<file path="config.mk">
export PLATFORM = sky130hd
export DESIGN_NAME = firmware_segment_receiver
export DESIGN_NICKNAME = d
export VERILOG_FILES = /design/src/fsr_pkg.sv /design/src/fsr_in_reg.sv /design/src/fsr_core.sv /design/src/fsr_out_reg.sv /design/src/firmware_segment_receiver.sv
export SDC_FILE = /design/constraint.sdc
export NUM_CORES = 1
export LEC_CHECK = 0
export BUFFER_PORTS_ARGS = -buffer_cell sky130_fd_sc_hd__buf_2
export CORE_ASPECT_RATIO = 0.7
export CORE_MARGIN = 4
export CORE_UTILIZATION = 52
export CTS_CLUSTER_SIZE = 24
export DETAILED_ROUTE_END_ITERATION = 7
export GPL_ROUTABILITY_DRIVEN = 0
export GPL_TIMING_DRIVEN = 0
export HOLD_SLACK_MARGIN = 0.1
export PLACE_DENSITY_LB_ADDON = 0.1
export RECOVER_POWER = 100
export SLEW_MARGIN = 0
export SYNTH_ARGS = -nofsm -noshare
export SYNTH_HDL_FRONTEND = slang
export SYNTH_SLANG_ARGS = --single-unit
export TNS_END_PERCENT = 1
</file>
<file path="constraint.sdc">
create_clock -name clk -period 16.3 [get_ports clk]
set_clock_uncertainty 0.1 [all_clocks]
set_input_delay 2.445 -clock clk [delete_from_list [all_inputs] [get_ports clk]]
set_output_delay 2.445 -clock clk [all_outputs]
set_load 0.1 [all_outputs]
</file>
<file path="src/fsr_pkg.sv">
`timescale 1ns / 1ps

package fsr_pkg;

    // Buffer and header geometry.
    localparam int BUFFER_BYTES = 512;
    localparam int HEADER_BYTES = 16;

    // Widths of the fields and counters.
    localparam int BYTE_W   = 8;
    localparam int COUNT_W  = 10;
    localparam int LEN_W    = 16;
    localparam int INDEX_W  = 16;
    localparam int CRC_W    = 16;
    localparam int MAXP_W   = 9;
    localparam int STATUS_W = 3;
    localparam int PHASE_W  = 2;

    // CRC16-Modbus constants.
    localparam logic [CRC_W-1:0] CRC_INIT = 16'hFFFF;
    localparam logic [CRC_W-1:0] CRC_POLY = 16'hA001;

    // Reset value of the payload limit.
    localparam logic [MAXP_W-1:0] MAX_PAYLOAD_RESET = 9'd256;

    // Header byte positions.
    localparam logic [COUNT_W-1:0] POS_LEN_HI   = 10'd12;
    localparam logic [COUNT_W-1:0] POS_LEN_LO   = 10'd13;
    localparam logic [COUNT_W-1:0] POS_INDEX_HI = 10'd14;
    localparam logic [COUNT_W-1:0] POS_LAST_HDR = 10'd15;

    // Characters of the date field.
    localparam logic [BYTE_W-1:0] CHAR_DASH   = 8'h2D;
    localparam logic [BYTE_W-1:0] CHAR_ZERO   = 8'h30;
    localparam logic [BYTE_W-1:0] CHAR_NINE   = 8'h39;
    localparam logic [BYTE_W-1:0] CHAR_UPPERA = 8'h41;
    localparam logic [BYTE_W-1:0] CHAR_UPPERZ = 8'h5A;

    // Status codes.
    localparam logic [STATUS_W-1:0] ST_ACK    = 3'd0;
    localparam logic [STATUS_W-1:0] ST_DATE   = 3'd1;
    localparam logic [STATUS_W-1:0] ST_LENGTH = 3'd2;
    localparam logic [STATUS_W-1:0] ST_INDEX  = 3'd3;
    localparam logic [STATUS_W-1:0] ST_CRC    = 3'd4;

    // Receive phases.
    localparam logic [PHASE_W-1:0] PHASE_HEADER  = 2'd0;
    localparam logic [PHASE_W-1:0] PHASE_PAYLOAD = 2'd1;

    // One byte held in the input register.
    typedef struct packed {
        logic              valid;
        logic [BYTE_W-1:0] data;
    } item_t;

    // One judged segment.
    typedef struct packed {
        logic [STATUS_W-1:0] status;
        logic [INDEX_W-1:0]  index;
    } result_t;

    // Feeds one byte into a reflected CRC16 with polynomial 0xA001.
    function automatic logic [CRC_W-1:0] crc_feed(input logic [CRC_W-1:0] crc,
                                                  input logic [BYTE_W-1:0] b);
        logic [CRC_W-1:0] c;
        c = crc ^ {8'h00, b};
        for (int k = 0; k < 8; k++) begin
            if (c[0])
                c = (c >> 1) ^ CRC_POLY;
            else
                c = c >> 1;
        end
        return c;
    endfunction

    // Checks one character of the "yyyy-mm-dd-L" date field.
    function automatic logic date_byte_ok(input logic [COUNT_W-1:0] pos,
                                          input logic [BYTE_W-1:0] b);
        logic ok;
        if (pos == 10'd4 || pos == 10'd7 || pos == 10'd10)
            ok = (b == CHAR_DASH);
        else if (pos == 10'd11)
            ok = (b >= CHAR_UPPERA) && (b <= CHAR_UPPERZ);
        else
            ok = (b >= CHAR_ZERO) && (b <= CHAR_NINE);
        return ok;
    endfunction

endpackage

</file>
<file path="src/fsr_in_reg.sv">
`timescale 1ns / 1ps

module fsr_in_reg (
    input  logic                 clk,
    input  logic                 rst_n,
    input  logic                 in_valid,
    output logic                 in_ready,
    input  logic [7:0]           rx_byte,
    input  logic                 take,
    output fsr_pkg::item_t       item
);
    import fsr_pkg::*;

    logic              valid_reg;
    logic              valid_next;
    logic [BYTE_W-1:0] data_reg;
    logic              accept;

    // The register is free when empty or when its byte leaves this cycle.
    assign in_ready = !valid_reg || take;
    assign accept   = in_valid && in_ready;

    always_comb
    begin
        valid_next = valid_reg;
        if (accept)
            valid_next = 1'b1;
        else if (take)
            valid_next = 1'b0;
    end

    // Valid flag of the held byte.
    always_ff @(posedge clk or negedge rst_n)
    begin
        if (!rst_n)
            valid_reg <= 1'b0;
        else
            valid_reg <= valid_next;
    end

    // Byte captured on each input transfer.
    always_ff @(posedge clk)
    begin
        if (accept)
            data_reg <= rx_byte;
    end

    assign item.valid = valid_reg;
    assign item.data  = data_reg;

endmodule

</file>
<file path="src/fsr_core.sv">
`timescale 1ns / 1ps

module fsr_core (
    input  logic                 clk,
    input  logic                 rst_n,
    input  logic                 cfg_we,
    input  logic [8:0]           cfg_data,
    input  fsr_pkg::item_t       item,
    input  logic                 out_busy,
    output logic                 take,
    output logic                 res_valid,
    output fsr_pkg::result_t     res
);
    import fsr_pkg::*;

    logic [MAXP_W-1:0]  max_payload_reg;
    logic [PHASE_W-1:0] phase_reg, phase_next;
    logic [COUNT_W-1:0] byte_count_reg, byte_count_next;
    logic               date_ok_reg, date_ok_next;
    logic [LEN_W-1:0]   segment_length_reg, segment_length_next;
    logic [INDEX_W-1:0] index_field_reg, index_field_next;
    logic [CRC_W-1:0]   running_crc_reg, running_crc_next;
    logic [BYTE_W-1:0]  crc_low_byte_reg, crc_low_byte_next;
    logic [INDEX_W-1:0] expected_index_reg, expected_index_next;

    logic [BYTE_W-1:0]  b;
    logic [CRC_W-1:0]   crc_fed;
    logic [COUNT_W-1:0] count_inc;
    logic               produce;
    logic               judge_en;
    logic [STATUS_W-1:0] oversize_status;
    logic               oversize;

    // Inputs of the segment judgement.
    logic               j_date_ok;
    logic [LEN_W-1:0]   j_len;
    logic [INDEX_W-1:0] j_index;
    logic [CRC_W-1:0]   j_crc;
    logic [CRC_W-1:0]   j_recv;
    logic [STATUS_W-1:0] j_status;
    logic [INDEX_W-1:0] j_exp_next;

    assign b         = item.data;
    assign crc_fed   = crc_feed(running_crc_reg, b);
    assign count_inc = byte_count_reg + 10'd1;
    assign oversize_status = ST_LENGTH;

    // Judgement of a complete segment: date, length, index, then CRC.
    always_comb
    begin
        j_exp_next = expected_index_reg;
        if (!j_date_ok)
            j_status = ST_DATE;
        else if (j_len < 16'd2 ||
                 ({1'b0, j_len} - 17'd2) > {8'b0, max_payload_reg})
            j_status = ST_LENGTH;
        else if (expected_index_reg != '0 && j_index != expected_index_reg)
        begin
            j_status   = ST_INDEX;
            j_exp_next = '0;
        end
        else
        begin
            j_exp_next = j_index + 16'd1;
            j_status   = (j_crc != j_recv) ? ST_CRC : ST_ACK;
        end
    end

    // Per-byte parsing of header and payload.
    always_comb
    begin
        phase_next          = phase_reg;
        byte_count_next     = byte_count_reg;
        date_ok_next        = date_ok_reg;
        segment_length_next = segment_length_reg;
        index_field_next    = index_field_reg;
        running_crc_next    = running_crc_reg;
        crc_low_byte_next   = crc_low_byte_reg;
        produce             = 1'b0;
        judge_en            = 1'b0;
        oversize            = 1'b0;
        j_date_ok           = date_ok_reg;
        j_len               = segment_length_reg;
        j_index             = index_field_reg;
        j_crc               = running_crc_reg;
        j_recv              = {b, crc_low_byte_reg};
        unique case (phase_reg)
            PHASE_HEADER:
            begin
                running_crc_next = crc_fed;
                if (byte_count_reg < POS_LEN_HI)
                begin
                    if (!date_byte_ok(byte_count_reg, b))
                        date_ok_next = 1'b0;
                end
                else if (byte_count_reg == POS_LEN_HI)
                    segment_length_next = {b, segment_length_reg[7:0]};
                else if (byte_count_reg == POS_LEN_LO)
                    segment_length_next = {segment_length_reg[15:8], b};
                else if (byte_count_reg == POS_INDEX_HI)
                    index_field_next = {b, index_field_reg[7:0]};
                else
                    index_field_next = {index_field_reg[15:8], b};
                byte_count_next = count_inc;
                j_date_ok = date_ok_next;
                j_len     = segment_length_next;
                j_index   = index_field_next;
                j_crc     = crc_fed;
                j_recv    = {8'h00, crc_low_byte_reg};
                if (byte_count_reg == POS_LAST_HDR)
                begin
                    if ((17'(HEADER_BYTES) + {1'b0, segment_length_next})
                        > 17'(BUFFER_BYTES))
                    begin
                        produce  = 1'b1;
                        oversize = 1'b1;
                    end
                    else if (segment_length_next != '0)
                        phase_next = PHASE_PAYLOAD;
                    else
                    begin
                        produce  = 1'b1;
                        judge_en = 1'b1;
                    end
                end
            end
            PHASE_PAYLOAD:
            begin
                if ({7'b0, byte_count_reg} <
                    17'(HEADER_BYTES - 2) + {1'b0, segment_length_reg})
                    running_crc_next = crc_fed;
                else if ({7'b0, byte_count_reg} ==
                         17'(HEADER_BYTES - 2) + {1'b0, segment_length_reg})
                    crc_low_byte_next = b;
                byte_count_next = count_inc;
                if ({7'b0, count_inc} ==
                    17'(HEADER_BYTES) + {1'b0, segment_length_reg})
                begin
                    produce  = 1'b1;
                    judge_en = 1'b1;
                end
            end
            default:
            begin
                phase_next = PHASE_HEADER;
            end
        endcase
        if (judge_en)
            expected_index_next = j_exp_next;
        else
            expected_index_next = expected_index_reg;
        // A judged segment sends the parser back to the start of a header.
        if (produce)
        begin
            phase_next        = PHASE_HEADER;
            byte_count_next   = '0;
            date_ok_next      = 1'b1;
            running_crc_next  = CRC_INIT;
            crc_low_byte_next = '0;
        end
    end

    // A byte stalls only when it completes a segment and the output is full.
    assign take       = item.valid && !(produce && out_busy);
    assign res_valid  = take && produce;
    assign res.status = oversize ? oversize_status : j_status;
    assign res.index  = index_field_next;

    // Parser state and the payload limit register.
    always_ff @(posedge clk or negedge rst_n)
    begin
        if (!rst_n)
        begin
            max_payload_reg    <= MAX_PAYLOAD_RESET;
            phase_reg          <= PHASE_HEADER;
            byte_count_reg     <= '0;
            date_ok_reg        <= 1'b1;
            segment_length_reg <= '0;
            index_field_reg    <= '0;
            running_crc_reg    <= CRC_INIT;
            crc_low_byte_reg   <= '0;
            expected_index_reg <= '0;
        end
        else
        begin
            if (cfg_we)
                max_payload_reg <= cfg_data;
            if (take)
            begin
                phase_reg          <= phase_next;
                byte_count_reg     <= byte_count_next;
                date_ok_reg        <= date_ok_next;
                segment_length_reg <= segment_length_next;
                index_field_reg    <= index_field_next;
                running_crc_reg    <= running_crc_next;
                crc_low_byte_reg   <= crc_low_byte_next;
                expected_index_reg <= expected_index_next;
            end
        end
    end

endmodule

</file>
<file path="src/fsr_out_reg.sv">
`timescale 1ns / 1ps

module fsr_out_reg (
    input  logic                 clk,
    input  logic                 rst_n,
    input  logic                 res_valid,
    input  fsr_pkg::result_t     res,
    output logic                 out_busy,
    output logic                 out_valid,
    input  logic                 out_ready,
    output logic [2:0]           status,
    output logic [15:0]          segment_index
);
    import fsr_pkg::*;

    logic    valid_reg;
    logic    valid_next;
    result_t res_reg;

    // A held result blocks a new one until its transfer completes.
    assign out_busy = valid_reg && !out_ready;

    always_comb
    begin
        valid_next = valid_reg;
        if (res_valid)
            valid_next = 1'b1;
        else if (out_ready)
            valid_next = 1'b0;
    end

    // Valid flag of the result register.
    always_ff @(posedge clk or negedge rst_n)
    begin
        if (!rst_n)
            valid_reg <= 1'b0;
        else
            valid_reg <= valid_next;
    end

    // Result payload.
    always_ff @(posedge clk)
    begin
        if (res_valid)
            res_reg <= res;
    end

    assign out_valid     = valid_reg;
    assign status        = res_reg.status;
    assign segment_index = res_reg.index;

endmodule

</file>
<file path="src/firmware_segment_receiver.sv">
`timescale 1ns / 1ps

// Channel   Direction  Handshake              Payload
// cfg       in         cfg_valid / cfg_ready  cfg_data[8:0] (max_payload)
// in        in         in_valid / in_ready    rx_byte[7:0]
// out       out        out_valid / out_ready  status[2:0], segment_index[15:0]
//
// One byte is accepted per cycle unless a held result stalls it; the result of
// the byte that completes a segment passes from the input register through
// the single parsing stage to the result register, from which it is offered
// on the output.
// Reset is asynchronous and active low; it restores the payload limit to 256.
// A held result stalls only the byte that completes the next segment.

module firmware_segment_receiver (
    input  logic        clk,
    input  logic        rst_n,
    input  logic        cfg_valid,
    output logic        cfg_ready,
    input  logic [8:0]  cfg_data,
    input  logic        in_valid,
    output logic        in_ready,
    input  logic [7:0]  rx_byte,
    output logic        out_valid,
    input  logic        out_ready,
    output logic [2:0]  status,
    output logic [15:0] segment_index
);
    import fsr_pkg::*;

    item_t   item;
    result_t res;
    logic    take;
    logic    res_valid;
    logic    out_busy;
    logic    cfg_we;

    // The configuration register takes every write transfer.
    assign cfg_ready = 1'b1;
    assign cfg_we    = cfg_valid && cfg_ready;

    fsr_in_reg u_in (
        .clk      (clk),
        .rst_n    (rst_n),
        .in_valid (in_valid),
        .in_ready (in_ready),
        .rx_byte  (rx_byte),
        .take     (take),
        .item     (item)
    );

    fsr_core u_core (
        .clk       (clk),
        .rst_n     (rst_n),
        .cfg_we    (cfg_we),
        .cfg_data  (cfg_data),
        .item      (item),
        .out_busy  (out_busy),
        .take      (take),
        .res_valid (res_valid),
        .res       (res)
    );

    fsr_out_reg u_out (
        .clk           (clk),
        .rst_n         (rst_n),
        .res_valid     (res_valid),
        .res           (res),
        .out_busy      (out_busy),
        .out_valid     (out_valid),
        .out_ready     (out_ready),
        .status        (status),
        .segment_index (segment_index)
    );

    // The input side stalls only with a byte held and a result waiting.
    a_stall_cause: assert property (@(posedge clk) disable iff (!rst_n)
        !in_ready |-> (item.valid && out_valid && !out_ready))
        else $error("input stalled without a blocked result");

    // A judged segment always reaches the result register.
    a_result_loaded: assert property (@(posedge clk) disable iff (!rst_n)
        res_valid |=> out_valid)
        else $error("judged segment did not reach the output");

    // Only defined status codes are offered.
    a_status_range: assert property (@(posedge clk) disable iff (!rst_n)
        out_valid |-> (status <= ST_CRC))
        else $error("undefined status code on the output");

endmodule

</file>
# After elaboration in Yosys (flattened, before gate mapping)
# Cells that the tools add are included.
# totals
ff_bits,123
out_inout_bits,22
word_cells,154
# classes
n_addsub,6
magnitude_cmp,9
eq_ne,20
muxes,62
n_bitwise,11
n_reduce_logical,31
# ops
op,n
$mux 16,22
$eq 10x4->1 const B,6
$mux 8,5
$add 5x16->17 const A,2
$eq 10x17->1,2
$ne 16x16->1,2
$pmux 16 s2,1
$reduce_bool 16->1,2
$not 2->3,8
$mux 1,21
$eq 10x3->1 const B,2
$mux 10,2
$add 4x16->17 const A,1
$gt 17x10->1 const B,1
$gt 17x9->1,1
$lt 10x17->1,1
$sub 16x2->17 const B,1
$add 16x1->16 const B,1
$lt 16x2->1 const B,1
$xor 16x8->16,1
$mux 2,7
$add 10x1->10 const B,1
$lt 10x4->1 const B,1
$reduce_bool 2->1,5
24 further kinds,42

# Logic depth before layout (Yosys ltp)
# Gate-level depths: netlist of run 1.
# depth
ltp_word,23
mapped_depth,23

# By module
# A second synthesis of run 1 with hierarchy kept.
# hier_totals
cells_unflattened,854
hier_area_um2,8195.4
# modules_own_cells
module,instances,cells_per_inst,area_each_um2
fsr_core,1,817,7267.0
fsr_out_reg,1,22,615.6
fsr_in_reg,1,13,301.5
firmware_segment_receiver,1,2,11.3

# Worst setup path after synthesis of run 1
# Ideal clock, no wire load.
# synth_timing
kind,input -> output
start,input out_ready
end,output in_ready
arrival_ns,3.644
path_slack_ns,10.111
stages,3
path_buffers,0
cell_sequence,nand2b_1 -> a211oi_2 -> nand2_1
# synth_between
elab_chain_cells,6
# synth_lines
item,line_no,source
"start, declared",firmware_segment_receiver.sv:25,"input logic out_ready,"
$logic_not 1->1,fsr_out_reg.sv:21,assign out_busy = valid_reg && !out_ready;
$logic_and 1x1->1,fsr_out_reg.sv:21,
$logic_and 1x1->1,fsr_core.sv:164,assign take = item.valid && !(produce && out_busy);
$logic_not 1->1,fsr_core.sv:164,
$logic_and 1x1->1,fsr_core.sv:164,
$logic_or 1x1->1,fsr_in_reg.sv:20,assign in_ready = !valid_reg || take;
"end, declared",firmware_segment_receiver.sv:22,"output logic in_ready,"
# No other way between the ends.

# Worst setup path in the final report of run 1
# layout_timing
start,register u_core.byte_count_reg[8]
end,register u_core.expected_index_reg[5]
# layout_between
elab_chain_cells,14
# layout_lines
item,line_no,source
"start, declared",fsr_core.sv:18,"logic [COUNT_W-1:0] byte_count_reg, byte_count_next;"
"start signal, assigned",fsr_core.sv:191,byte_count_reg <= byte_count_next;
branches (longest 14 deep; another with $add 5x16->17),--,
"end signal, assigned",fsr_core.sv:197,expected_index_reg <= expected_index_next;
"end, declared",fsr_core.sv:24,"logic [INDEX_W-1:0] expected_index_reg, expected_index_next;"
# Several ways; the timed one is not identified. The select of a mux whose other input is x is not followed.
# A chain may end at the register's enable or synchronous reset.

==> run summary, run 1 <==
OUTCOME
--------------------------------------------------------------------------------------
Run status .............................................................. finished with violations
Failing checks .......................................................... capacitance limit, slew limit

CTS
--------------------------------------------------------------------------------------
Deepest clock path buffer count .........................................            2
Count of H-tree levels built during CTS .................................            4
TritonCTS clock tree ....................................................          yes
CTS Hold Buffers Added ..................................................            0
Clock latency reported for the late side of the worst-skew pair .........      0.41 ns
Clock Pin Slew Worst Setup and Hold Paths ...............................      0.06 ns
Clock tree root driver cell .............................................    clkbuf_16
Sink count of the clock tree ............................................          122
Post-CTS setup buffer count .............................................            0
TritonCTS Buffers .......................................................           17
Resize count post-CTS ...................................................            0

TIMING
--------------------------------------------------------------------------------------
Total of endpoints with negative setup slack in the final report ........            0
Setup total negative slack ..............................................         0 ns
Slew @ Worst Pin ........................................................      3.09 ns
Final min period ........................................................      9.21 ns
Final cycle utilization of the critical path ............................        0.565
Setup repair after global routing missed its margin .....................           no
Max-slew violation count ................................................          115
Max frequency ...........................................................    0.109 GHz
Worst slew slack as a fraction of its limit .............................        -1.06
Total count of hold-check failures in the final report ..................            0

FINAL LAYOUT
--------------------------------------------------------------------------------------
Layout net count ........................................................          953
Layout area overhead ....................................................        12.0%
Diode insertion count for antenna repair ................................            0
Share of cells above drive strength 1 ...................................        0.128
Final Non-Filler Cells ..................................................         1112
Post-route core utilization .............................................        0.607
Final cell area excluding filler cells ..................................  0.00914 mm2
Filler instances ........................................................         1277

SYNTHESIS
--------------------------------------------------------------------------------------
Synthesized area per cell ...............................................     9.70 um2
Synth warn ..............................................................            0
Number of enable flip-flop cells after synthesis ........................           27
Yosys reg bits ..........................................................          122
Gate count of the mapped netlist ........................................          841
Prevailing post-synth register cell .....................................      dfrtp_1
Share of synthesized flip-flops with an asynchronous set or reset .......        0.779
Fraction of the yosys area taken by sequential cells ....................        0.394
Number of distinct standard cells referenced by the synthesized netlist .           77
Synthesized Nets ........................................................          890
Synthesized area ........................................................  0.00816 mm2

ROUTING
--------------------------------------------------------------------------------------
Detailed-route wire length per cell .....................................      20.7 um
Post-DRT Antenna Nets ...................................................            0
Via Count ...............................................................         7039
Final routed wirelength across all metal layers .........................     23000 um
Initial DRC count .......................................................          755
Remaining routing DRC violations ........................................            0
Vias per inst ...........................................................         6.33
Detailed-routing iteration count for the pre-antenna-repair pass ........            6

POWER AND IR DROP
--------------------------------------------------------------------------------------
Total Power Consumption .................................................    0.00108 W
Internal power summed over all cells ....................................   0.000729 W
PwrDens .................................................................   118 mW/mm2
Fraction of power consumed by the clock network .........................        0.359
Peak supply drop ........................................................   0.000145 V
Switching pwr ...........................................................   0.000348 W
Static leakage ..........................................................      3.94 nW
Sw frac .................................................................        0.323
Proportion of power drawn by flip-flops and latches .....................        0.365
Proportion of power drawn by combinational gates ........................        0.275

GRT
--------------------------------------------------------------------------------------
Overall track demand over capacity in global routing ....................        0.263
First-pass GRT wire length ..............................................     37100 um
Via count of the first global-routing pass ..............................         6811
Maximum number of pins on one net before global-route repair ............           56
GRT overflow ............................................................            0
Antenna violations before repair ........................................            1

DIE
--------------------------------------------------------------------------------------
Area of the die .........................................................   0.0178 mm2
X dimension of the die ..................................................       158 um
Top-level I/O count .....................................................           44
Height of the die .......................................................       113 um
Placeable core region ...................................................   0.0150 mm2
# rows ..................................................................           37
Starting density of the core ............................................        0.542

PLACE
--------------------------------------------------------------------------------------
Number of instances in the placed design ................................         1080
Placed Area .............................................................  0.00867 mm2
Detailed placer's ending HPWL ...........................................     16800 um
Total of buffers placed on input and output ports .......................           41

SETUP PATH
--------------------------------------------------------------------------------------
Critical Path Source Type ...............................................    flip-flop
Classification of the worst setup path .................................. flip-flop to flip-flop
CP Data Arrival Time ....................................................      9.41 ns
Cells traversed along the worst timing path ............................. clkbuf_1, or4_1, clkbuf_1, nor3_1, clkbuf_1, mux2i_1, ha_1, nor3b_1, and2_0, mux2i_1, nor2_1, xnor2_1, nand2_1, o21ai_0, ha_1, a21o_1, a21oi_1, a21oi_1, a21oi_1, o21ai_0, a2111oi_0, clkbuf_1, mux2_2
Delay of the slowest cell on the worst path .............................      2.22 ns
Standard cell with the maximum stage delay on the critical path .........    a2111oi_0
Worst R2R Setup Slack ...................................................      7.09 ns
Most frequent cell on the critical path .................................     clkbuf_1
Crit. End Element .......................................................    flip-flop
Crit path max-delay family .............................................. compound AO/OA/AOI/OAI gates
Required time at the worst-slack endpoint ...............................     16.50 ns
Buf+Inv Stages, Crit Path ...............................................            4
Largest fanout on the critical path .....................................           10

WORST HOLD PATH
--------------------------------------------------------------------------------------
Min-Delay Path Class .................................................... flip-flop to flip-flop

FLOW RUN
--------------------------------------------------------------------------------------
Max-cap check violation count ...........................................            4

## worst register-to-register path, stage by stage (launching register included)
cell       delay [ns]
dfrtp_1          0.38
clkbuf_1         0.24
or4_1            0.57
clkbuf_1         0.26
nor3_1           0.79
clkbuf_1         0.48
mux2i_1          0.44
ha_1             0.28
nor3b_1          0.27
and2_0           0.20
mux2i_1          0.13
nor2_1           0.19
xnor2_1          0.15
nand2_1          0.07
o21ai_0          0.12
ha_1             0.28
a21o_1           0.18
a21oi_1          0.21
a21oi_1          0.10
a21oi_1          0.24
o21ai_0          0.26
a2111oi_0        2.22
clkbuf_1         0.53
mux2_2           0.41
## power by group through the flow
stage,clock (W),sequential (W),combinational [W]
2_1_floorplan,0,0.000386,0.000232
3_3_place_gp,0,0.000397,0.000283
3_5_place_dp,0,0.000397,0.000291
4_1_cts,0.000392,0.000392,0.000295
5_1_grt,0.000406,0.000398,0.000323
6_report,0.000387,0.000394,0.000297
## layout make-up
type / instances / area [um2] / area share
plain buffers: 49 / 194 / 0.0212
clock buffers: 21 / 470 / 0.0515
clock inverters: 11 / 131 / 0.0144
inverters: 44 / 165 / 0.0181
multi-input cells: 626 / 4530 / 0.496
flip-flops and latches: 122 / 3210 / 0.351
well taps: 195 / 244 / 0.0267
repair buffers: 44 / 189 / 0.0207
## cell families after synthesis
kind of cell / synth area share
adders and majority gates: 0.0414
xor gates and xnor gates: 0.110
DFF: 0.394
buffers and inverters: 0.0454
muxes: 0.104
AOI/OAI and AO/OA: 0.127
other: 0.000460
and+or+nand+nor: 0.177
## cell usage in the layout, fill, tap and decap left out, types with 17 or more instances in the layout
cell type,count
clkbuf_1,68
ha_1,27
nand3_1,26
o21ai_0,47
dfstp_2,18
inv_1,43
buf_2,20
nand2_1,54
nor4_1,31
mux2_2,36
xor2_1,37
a21oi_1,21
edfxtp_1,27
xnor2_1,63
nor2_1,50
dfrtp_1,77
nor3_1,31
clkbuf_16,17
mux2i_1,33
## Yosys cell counts (all sizes together), types with 10 or more instances
cell type	n	area (um2)
ha	27	338
inv	43	161
nand2	54	203
nor2	50	188
nor3	32	183
dfstp	18	473
edfxtp	27	811
nor4	32	206
nand4	16	100
o21ai	47	235
o32ai	10	87.6
nor2b	10	62.6
mux2	46	518
a21oi	21	105
o22a	15	131
mux2i	33	334
buf	13	68.8
xor2	37	324
dfrtp	77	1930
nand3	26	130
clkbuf	36	136
xnor2	63	552
## metal layers
layer | vias to the layer above | wire length [um] | GRT usage
met5 | - | 13 | 0
met4 | 2 | 474 | 0.0739
met3 | 52 | 2300 | 0.0673
met2 | 362 | 9560 | 0.371
met1 | 3436 | 10700 | 0.399
li1 | 3187 | - | -
## path summary, 6_finish.rpt
kind,from,end,cells after the start
max in group asynchronous,rst_n,u_core.crc_low_byte_reg[1],2
min in group asynchronous,rst_n,u_core.byte_count_reg[7],1
max reg2reg,u_core.byte_count_reg[8],u_core.expected_index_reg[5],23
min reg2reg,u_core.index_field_reg[5],u_core.index_field_reg[5],1
min,u_core.index_field_reg[5],u_core.index_field_reg[5],1
max,u_core.byte_count_reg[8],u_core.expected_index_reg[5],23
## stage by stage
stage / hold slack, ns / setup slack, ns
4_1_cts: 0.409 / 9.57
3_3_place_gp: 0.381 / 9.80
5_1_grt: 0.429 / 6.51
2_1_floorplan: 0.373 / 10.11
6_report: 0.411 / 7.09
3_5_place_dp: 0.397 / 9.60
Note: power is estimated with default switching activity, not from simulation.
==> run 2: changes to the inputs <==
clock period = 8.4 ns   (was 16.3 ns; I/O delays follow)
==> run 2 against run 1 <==
  * Sequential power is 94% higher
  * Wire length is 0.24% lower
  * Register-to-register slack worse by 6.1 ns
  * Count of clock-buffer cells in the layout stayed put
  * Fmax is 25% higher
  * Critical path type unchanged
  * Critical path depth stayed put
  * Hold slack worse by 0.0017 ns
  * Total power is 94% higher
  * The run still ends with capacitance limit, slew limit left
  * Non-clock buffer count stayed put
  * Setup slack worse by 6.1 ns
  * Flip-flop and latch count stayed put
==> run summary, run 2 (synthesis gave the netlist of run 1 again) <==
POWER AND IR DROP
-------------------------------------------------------------------------------
PwrDens ..........................................................   228 mW/mm2   was 118 mW/mm2
Static leakage ...................................................      3.94 nW   about the same
Peak supply drop .................................................   0.000282 V   was 0.000145 V

TIMING
-------------------------------------------------------------------------------
Final min period .................................................      7.38 ns   was 9.21 ns
Max frequency ....................................................    0.136 GHz   was 0.109 GHz
Setup total negative slack .......................................         0 ns   unchanged
Max-slew violation count .........................................          107   was 115
Slew @ Worst Pin .................................................      3.06 ns   was 3.09 ns
Worst slew slack as a fraction of its limit ......................        -1.04   was -1.06
Total count of hold-check failures in the final report ...........            0   unchanged
Total of endpoints with negative setup slack in the final report .            0   unchanged
Minimum hold slack ...............................................     0.409 ns   was 0.411 ns
Final cycle utilization of the critical path .....................        0.878   was 0.565
Setup repair after global routing missed its margin ..............           no   unchanged

FINAL LAYOUT
-------------------------------------------------------------------------------
Share of cells above drive strength 1 ............................        0.134   was 0.128
Most common cell after layout, fill and taps aside ...............      dfrtp_1   unchanged
Filler instances .................................................         1274   was 1277
Diode insertion count for antenna repair .........................            0   unchanged
Total area of sequential cells ...................................  0.00321 mm2   unchanged
Commonest non-fill, non-tap cells in the layout .................. dfrtp_1 (77), clkbuf_1 (67), xnor2_1 (63), nand2_1 (54), nor2_1 (50)   was dfrtp_1 (77), clkbuf_1 (68), xnor2_1 (63), nand2_1 (54), nor2_1 (50)
Area occupied by multi-input gates ...............................  0.00455 mm2   was 0.00453 mm2
Layout area overhead .............................................        12.3%   was 12.0%
Layout net count .................................................          953   unchanged

CTS
-------------------------------------------------------------------------------
Clock latency reported for the late side of the worst-skew pair ..      0.41 ns   about the same
Resize count post-CTS ............................................            0   unchanged
Post-CTS setup buffer count ......................................            0   unchanged
Clock tree root driver cell ......................................    clkbuf_16   unchanged
TritonCTS clock tree .............................................          yes   unchanged
Sink count of the clock tree .....................................          122   unchanged
Count of H-tree levels built during CTS ..........................            4   unchanged
TritonCTS Buffers ................................................           17   unchanged
CTS Hold Buffers Added ...........................................            0   unchanged
Clock Pin Slew Worst Setup and Hold Paths ........................      0.06 ns   about the same
Deepest clock path buffer count ..................................            2   unchanged

SETUP PATH
-------------------------------------------------------------------------------
Worst flop-to-flop path endpoint ................................. u_core.expected_index_reg[5]   unchanged
Worst R2R Setup Slack ............................................      1.02 ns   was 7.09 ns
CP Data Arrival Time .............................................      7.57 ns   was 9.41 ns
Largest fanout on the critical path ..............................           10   unchanged
Worst R2R Path Depth .............................................           23   unchanged
Standard cell with the maximum stage delay on the critical path ..       nor3_1   was a2111oi_0
Classification of the worst setup path ........................... flip-flop to flip-flop   unchanged
Buf+Inv Stages, Crit Path ........................................            4   unchanged
Critical Path Source Type ........................................    flip-flop   unchanged
Required time at the worst-slack endpoint ........................      8.59 ns   was 16.50 ns
Crit. End Element ................................................    flip-flop   unchanged
Crit path max-delay family ....................................... simple AND/OR/NAND/NOR gates   was compound AO/OA/AOI/OAI gates
Source of the worst register-to-register timing path ............. u_core.byte_count_reg[8]   unchanged
Cells traversed along the worst timing path ...................... clkbuf_1, or4_1, clkbuf_1, nor3_1, clkbuf_1, mux2i_1, ha_1, nor3b_1, and2_0, mux2i_1, nor2_1, xnor2_1, nand2_1, o21ai_0, ha_1, a21o_1, a21oi_1, a21oi_1, a21oi_1, o21ai_1, a2111oi_4, buf_4, mux2_2   was clkbuf_1, or4_1, clkbuf_1, nor3_1, clkbuf_1, mux2i_1, ha_1, nor3b_1, and2_0, mux2i_1, nor2_1, xnor2_1, nand2_1, o21ai_0, ha_1, a21o_1, a21oi_1, a21oi_1, a21oi_1, o21ai_0, a2111oi_0, clkbuf_1, mux2_2
Delay of the slowest cell on the worst path ......................      0.81 ns   was 2.22 ns

ROUTING
-------------------------------------------------------------------------------
Detailed-routing iteration count for the pre-antenna-repair pass .            6   unchanged
Initial DRC count ................................................          739   was 755
Vias per inst ....................................................         6.34   was 6.33
Remaining routing DRC violations .................................            0   unchanged
Via Count ........................................................         7046   was 7039
Final routed wirelength across all metal layers ..................     23000 um   about the same
Post-DRT Antenna Nets ............................................            0   unchanged
Detailed-route wire length per cell ..............................      20.7 um   about the same

GRT
-------------------------------------------------------------------------------
Overall track demand over capacity in global routing .............        0.263   unchanged
First-pass GRT wire length .......................................     37100 um   unchanged
GRT overflow .....................................................            0   unchanged
Antenna violations before repair .................................            1   unchanged
Maximum number of pins on one net before global-route repair .....           56   unchanged
Via count of the first global-routing pass .......................         6811   unchanged

DIE
-------------------------------------------------------------------------------
Top-level I/O count ..............................................           44   unchanged
# rows ...........................................................           37   unchanged
X dimension of the die ...........................................       158 um   unchanged
Height of the die ................................................       113 um   unchanged
Area of the die ..................................................   0.0178 mm2   unchanged
Placeable core region ............................................   0.0150 mm2   unchanged
Starting density of the core .....................................        0.542   unchanged

OUTCOME
-------------------------------------------------------------------------------
Run status ....................................................... finished with violations   unchanged
Failing checks ................................................... capacitance limit, slew limit   unchanged

WORST HOLD PATH
-------------------------------------------------------------------------------
Worst hold endpoint .............................................. u_core.index_field_reg[5]   unchanged
Worst Hold Depth .................................................            1   unchanged
Origin of the worst min-delay path ............................... u_core.index_field_reg[5]   unchanged
Min-Delay Path Class ............................................. flip-flop to flip-flop   unchanged

FLOW RUN
-------------------------------------------------------------------------------
Max-cap check violation count ....................................            3   was 4

PLACE
-------------------------------------------------------------------------------
Detailed placer's ending HPWL ....................................     16800 um   unchanged
Total of buffers placed on input and output ports ................           41   unchanged

run 2: changes by cell type in the layout (fill, tap and decap cells not counted), sizes merged:
cell | before | now
clkbuf | 89 | 88
buf | 25 | 26
run 2: where the power goes:
part           internal [W]  switching, W
logic              0.000257      0.000318
registers          0.000692     0.0000712
clock network      0.000465      0.000286
run 2: worst reg2reg max path, cell delays in order, from the launching register on:
cell and delay (ns):
dfrtp_1 0.38, clkbuf_1 0.23, or4_1 0.57, clkbuf_1 0.26, nor3_1 0.82, clkbuf_1 0.49, mux2i_1 0.44, ha_1 0.28
nor3b_1 0.27, and2_0 0.20, mux2i_1 0.14, nor2_1 0.19, xnor2_1 0.15, nand2_1 0.07, o21ai_0 0.12, ha_1 0.28
a21o_1 0.18, a21oi_1 0.21, a21oi_1 0.10, a21oi_1 0.23, o21ai_1 0.22, a2111oi_4 0.67, buf_4 0.31, mux2_2 0.36
run 2: worst max path at each step:
| stage | start | to | slack [ns] | depth (start not counted) |
|---|---|---|---|---|
| after detailed placement | u_core.byte_count_reg[0] | u_core.expected_index_reg[5] | 1.70 | 23 |
| after CTS | u_core.byte_count_reg[0] | u_core.expected_index_reg[5] | 1.67 | 23 |
| final | u_core.byte_count_reg[8] | u_core.expected_index_reg[5] | 1.02 | 23 |
| after global routing | u_core.byte_count_reg[8] | u_core.expected_index_reg[5] | 0.63 | 23 |
| after floorplan | u_core.byte_count_reg[8] | u_core.expected_index_reg[10] | 2.97 | 23 |
| after global placement | u_core.byte_count_reg[0] | u_core.expected_index_reg[9] | 1.90 | 23 |
run 2: final cells by class:
type	instances	share of cell area
multi-input cells	626	0.497
flip-flops and latches	122	0.351
clock buffers	21	0.0514
well taps	195	0.0266
plain buffers	49	0.0216
repair buffers	44	0.0206
inverters	44	0.0180
clock inverters	11	0.0143
run 2: routing by layer:
| layer | vias up | track usage | wire [um] |
|---|---|---|---|
| li1 | 3188 | - | - |
| met1 | 3427 | 0.399 | 10600 |
| met2 | 383 | 0.371 | 9650 |
| met3 | 46 | 0.0673 | 2330 |
| met4 | 2 | 0.0739 | 416 |
| met5 | - | 0 | 13 |
run 2: stage by stage:
step / util / worst slack, ns / instances / total power, W / area, um2
after floorplan: - / 2.97 / 841 / 0.00120 / 8160
after global placement: 0.572 / 1.90 / 1077 / 0.00132 / 8610
after detailed placement: 0.576 / 1.70 / 1080 / 0.00134 / 8670
after CTS: 0.616 / 1.67 / 1112 / 0.00209 / 9270
after global routing: 0.609 / 0.627 / 1112 / 0.00219 / 9160
final: 0.609 / 1.02 / 1112 / 0.00209 / 9160
==> run 3: changes to the inputs <==
CAP_MARGIN = 5   (was unset)
CORE_UTILIZATION = 56   (was 52)
==> run 3 against run 2 <==
  * First-iteration DRC count up 7.4%
  * Core utilization up 3.9 points
  * Die area fell by 6.7%
  * Wire length grew 2.9%
  * Critical path type unchanged
  * The flow still finishes with violations (capacitance limit, slew limit)
  * Count of clock-buffer cells in the layout decreased by 2
  * Hold slack lost 0.0061 ns
  * Fmax fell by 2.3%
==> run summary, run 3 (synthesis gave the netlist of run 1 again) <==
OUTCOME
-------------------------------------------------------------------------------
Run status ....................................................... finished with violations   unchanged
Failing checks ................................................... capacitance limit, slew limit   unchanged

SETUP PATH
-------------------------------------------------------------------------------
Buf+Inv Stages, Crit Path ........................................            4   unchanged
CP Data Arrival Time .............................................      7.76 ns   was 7.57 ns
Worst R2R Path Depth .............................................           22   was 23
Largest fanout on the critical path ..............................           10   unchanged
Delay of the slowest cell on the worst path ......................      0.85 ns   was 0.81 ns
Classification of the worst setup path ........................... flip-flop to flip-flop   unchanged
Source of the worst register-to-register timing path ............. u_core.byte_count_reg[8]   unchanged
Crit path max-delay family ....................................... simple AND/OR/NAND/NOR gates   unchanged
Worst flop-to-flop path endpoint ................................. u_core.expected_index_reg[8]   was u_core.expected_index_reg[5]
Required time at the worst-slack endpoint ........................      8.60 ns   was 8.59 ns
Cells traversed along the worst timing path ...................... clkbuf_1, or4_1, clkbuf_1, nor3_1, clkbuf_1, mux2i_1, ha_1, nor3b_1, and2_1, mux2i_1, nor2_1, xnor2_1, o21ai_0, ha_1, a21o_1, a21oi_1, a21oi_1, a21oi_1, o21ai_1, a2111oi_4, buf_4, mux2_2   was clkbuf_1, or4_1, clkbuf_1, nor3_1, clkbuf_1, mux2i_1, ha_1, nor3b_1, and2_0, mux2i_1, nor2_1, xnor2_1, nand2_1, o21ai_0, ha_1, a21o_1, a21oi_1, a21oi_1, a21oi_1, o21ai_1, a2111oi_4, buf_4, mux2_2
Worst R2R Setup Slack ............................................      0.85 ns   was 1.02 ns
Crit. End Element ................................................    flip-flop   unchanged
Standard cell with the maximum stage delay on the critical path ..       nor3_1   unchanged
Critical Path Source Type ........................................    flip-flop   unchanged
Crit. Startpoint ................................................. u_core.byte_count_reg[8]   unchanged

WORST HOLD PATH
-------------------------------------------------------------------------------
Min-Delay Path Class ............................................. flip-flop to flip-flop   unchanged
Origin of the worst min-delay path ............................... u_core.index_field_reg[7]   was u_core.index_field_reg[5]
Worst hold endpoint .............................................. u_core.index_field_reg[7]   was u_core.index_field_reg[5]
Worst Hold Depth .................................................            1   unchanged

TIMING
-------------------------------------------------------------------------------
Total of endpoints with negative setup slack in the final report .            0   unchanged
Worst slew slack as a fraction of its limit ......................       -0.917   was -1.04
Final min period .................................................      7.55 ns   was 7.38 ns
Least setup slack across all paths after layout ..................     0.846 ns   was 1.02 ns
Max-slew violation count .........................................          120   was 107
Final cycle utilization of the critical path .....................        0.899   was 0.878
Setup repair after global routing missed its margin ..............           no   unchanged
Setup total negative slack .......................................         0 ns   unchanged
Slew @ Worst Pin .................................................      2.88 ns   was 3.06 ns
Minimum hold slack ...............................................     0.403 ns   was 0.409 ns
Max frequency ....................................................    0.132 GHz   was 0.136 GHz
Total count of hold-check failures in the final report ...........            0   unchanged

DIE
-------------------------------------------------------------------------------
Placeable core region ............................................   0.0141 mm2   was 0.0150 mm2
Starting density of the core .....................................        0.579   was 0.542
# rows ...........................................................           36   was 37
Area of the die ..................................................   0.0166 mm2   was 0.0178 mm2
Height of the die ................................................       109 um   was 113 um
Top-level I/O count ..............................................           44   unchanged
X dimension of the die ...........................................       152 um   was 158 um

CTS
-------------------------------------------------------------------------------
Sink count of the clock tree .....................................          122   unchanged
Clock Pin Slew Worst Setup and Hold Paths ........................      0.06 ns   about the same
TritonCTS Buffers ................................................           17   unchanged
Clock latency reported for the late side of the worst-skew pair ..      0.43 ns   was 0.41 ns
Post-CTS setup buffer count ......................................            0   unchanged
CTS Hold Buffers Added ...........................................            0   unchanged
Count of H-tree levels built during CTS ..........................            4   unchanged
Deepest clock path buffer count ..................................            2   unchanged
Clock tree root driver cell ......................................    clkbuf_16   unchanged
Resize count post-CTS ............................................            0   unchanged
TritonCTS clock tree .............................................          yes   unchanged

ROUTING
-------------------------------------------------------------------------------
Post-DRT Antenna Nets ............................................            0   unchanged
Detailed-route wire length per cell ..............................      21.4 um   was 20.7 um
Detailed-routing iteration count for the pre-antenna-repair pass .            6   unchanged
Vias per inst ....................................................         6.42   was 6.34
Via Count ........................................................         7095   was 7046
Initial DRC count ................................................          794   was 739
Final routed wirelength across all metal layers ..................     23700 um   was 23000 um
Remaining routing DRC violations .................................            0   unchanged

POWER AND IR DROP
-------------------------------------------------------------------------------
Static leakage ...................................................      3.91 nW   was 3.94 nW
Proportion of power drawn by combinational gates .................        0.283   was 0.275
Sw frac ..........................................................        0.326   was 0.323
Peak supply drop .................................................   0.000196 V   was 0.000282 V
Fraction of power consumed by the clock network ..................        0.352   was 0.359
Internal power summed over all cells .............................    0.00141 W   about the same
Proportion of power drawn by flip-flops and latches ..............        0.365   about the same
Switching pwr ....................................................   0.000682 W   was 0.000675 W
PwrDens ..........................................................   229 mW/mm2   was 228 mW/mm2

FINAL LAYOUT
-------------------------------------------------------------------------------
Share of cells above drive strength 1 ............................        0.130   was 0.134
Filler instances .................................................         1139   was 1274
Total area of sequential cells ...................................  0.00321 mm2   unchanged
Diode insertion count for antenna repair .........................            0   unchanged
Area occupied by multi-input gates ...............................  0.00455 mm2   unchanged
Commonest non-fill, non-tap cells in the layout .................. dfrtp_1 (77), clkbuf_1 (67), xnor2_1 (63), nand2_1 (54), nor2_1 (50)   unchanged
Most common cell after layout, fill and taps aside ...............      dfrtp_1   unchanged
Layout net count .................................................          952   was 953
Layout area overhead .............................................        11.9%   was 12.3%

GRT
-------------------------------------------------------------------------------
Overall track demand over capacity in global routing .............        0.289   was 0.263
GRT overflow .....................................................            0   unchanged
Antenna violations before repair .................................            0   was 1
First-pass GRT wire length .......................................     37800 um   was 37100 um
Via count of the first global-routing pass .......................         6989   was 6811
Maximum number of pins on one net before global-route repair .....           54   was 56

PLACE
-------------------------------------------------------------------------------
Detailed placer's ending HPWL ....................................     16800 um   about the same
Pre-CTS setup slack ..............................................      1.70 ns   about the same
Total of buffers placed on input and output ports ................           41   unchanged

FLOW RUN
-------------------------------------------------------------------------------
Max-cap check violation count ....................................            4   was 3

run 3: cell types whose count changed in the layout (fill, tap and decap cells not counted), sizes merged:
cell,change
clkinv,+3
inv,-5
clkbuf,-3
clkinvlp,+3
bufinv,+1
run 3: layer usage:
metal | track usage | wire (um) | up-vias
met4 | 0.0872 | 459 | 0
met2 | 0.439 | 10300 | 385
li1 | - | - | 3178
met5 | 0 | 0 | -
met1 | 0.409 | 10600 | 3476
met3 | 0.0789 | 2270 | 56
run 3: cell type report:
| cell class | instances | area share |
|---|---|---|
| multi-input combinational | 626 | 0.498 |
| sequential | 122 | 0.352 |
| clock buffer | 19 | 0.0474 |
| tap | 190 | 0.0260 |
| buffer | 49 | 0.0217 |
| timing repair buffer | 43 | 0.0203 |
| inverter | 44 | 0.0181 |
| clock inverter | 13 | 0.0166 |
run 3: power groups by stage:
stage	Combinational [W]	Clock, W	Sequential (W)
3_3_place_gp	0.000549	0	0.000770
4_1_cts	0.000583	0.000740	0.000762
5_1_grt	0.000632	0.000768	0.000771
3_5_place_dp	0.000574	0	0.000772
6_report	0.000594	0.000737	0.000764
2_1_floorplan	0.000451	0	0.000750
run 3: worst max-delay path by stage:
stage / to / slack (ns) / cells after the start
floorplan: u_core.expected_index_reg[10] / 2.97 / 23
global placement: u_core.expected_index_reg[9] / 1.90 / 23
detailed placement: u_core.expected_index_reg[8] / 1.70 / 22
CTS: u_core.expected_index_reg[8] / 1.62 / 22
global route: u_core.expected_index_reg[8] / 0.56 / 22
finish: u_core.expected_index_reg[8] / 0.85 / 22
run 3: metrics by stage:
stage,cells,power (W),utilization,instance area (um2)
2_1_floorplan,841,0.00120,-,8160
3_3_place_gp,1072,0.00132,0.610,8600
3_5_place_dp,1074,0.00135,0.614,8650
4_1_cts,1106,0.00209,0.655,9230
5_1_grt,1106,0.00217,0.648,9130
6_report,1106,0.00209,0.648,9130
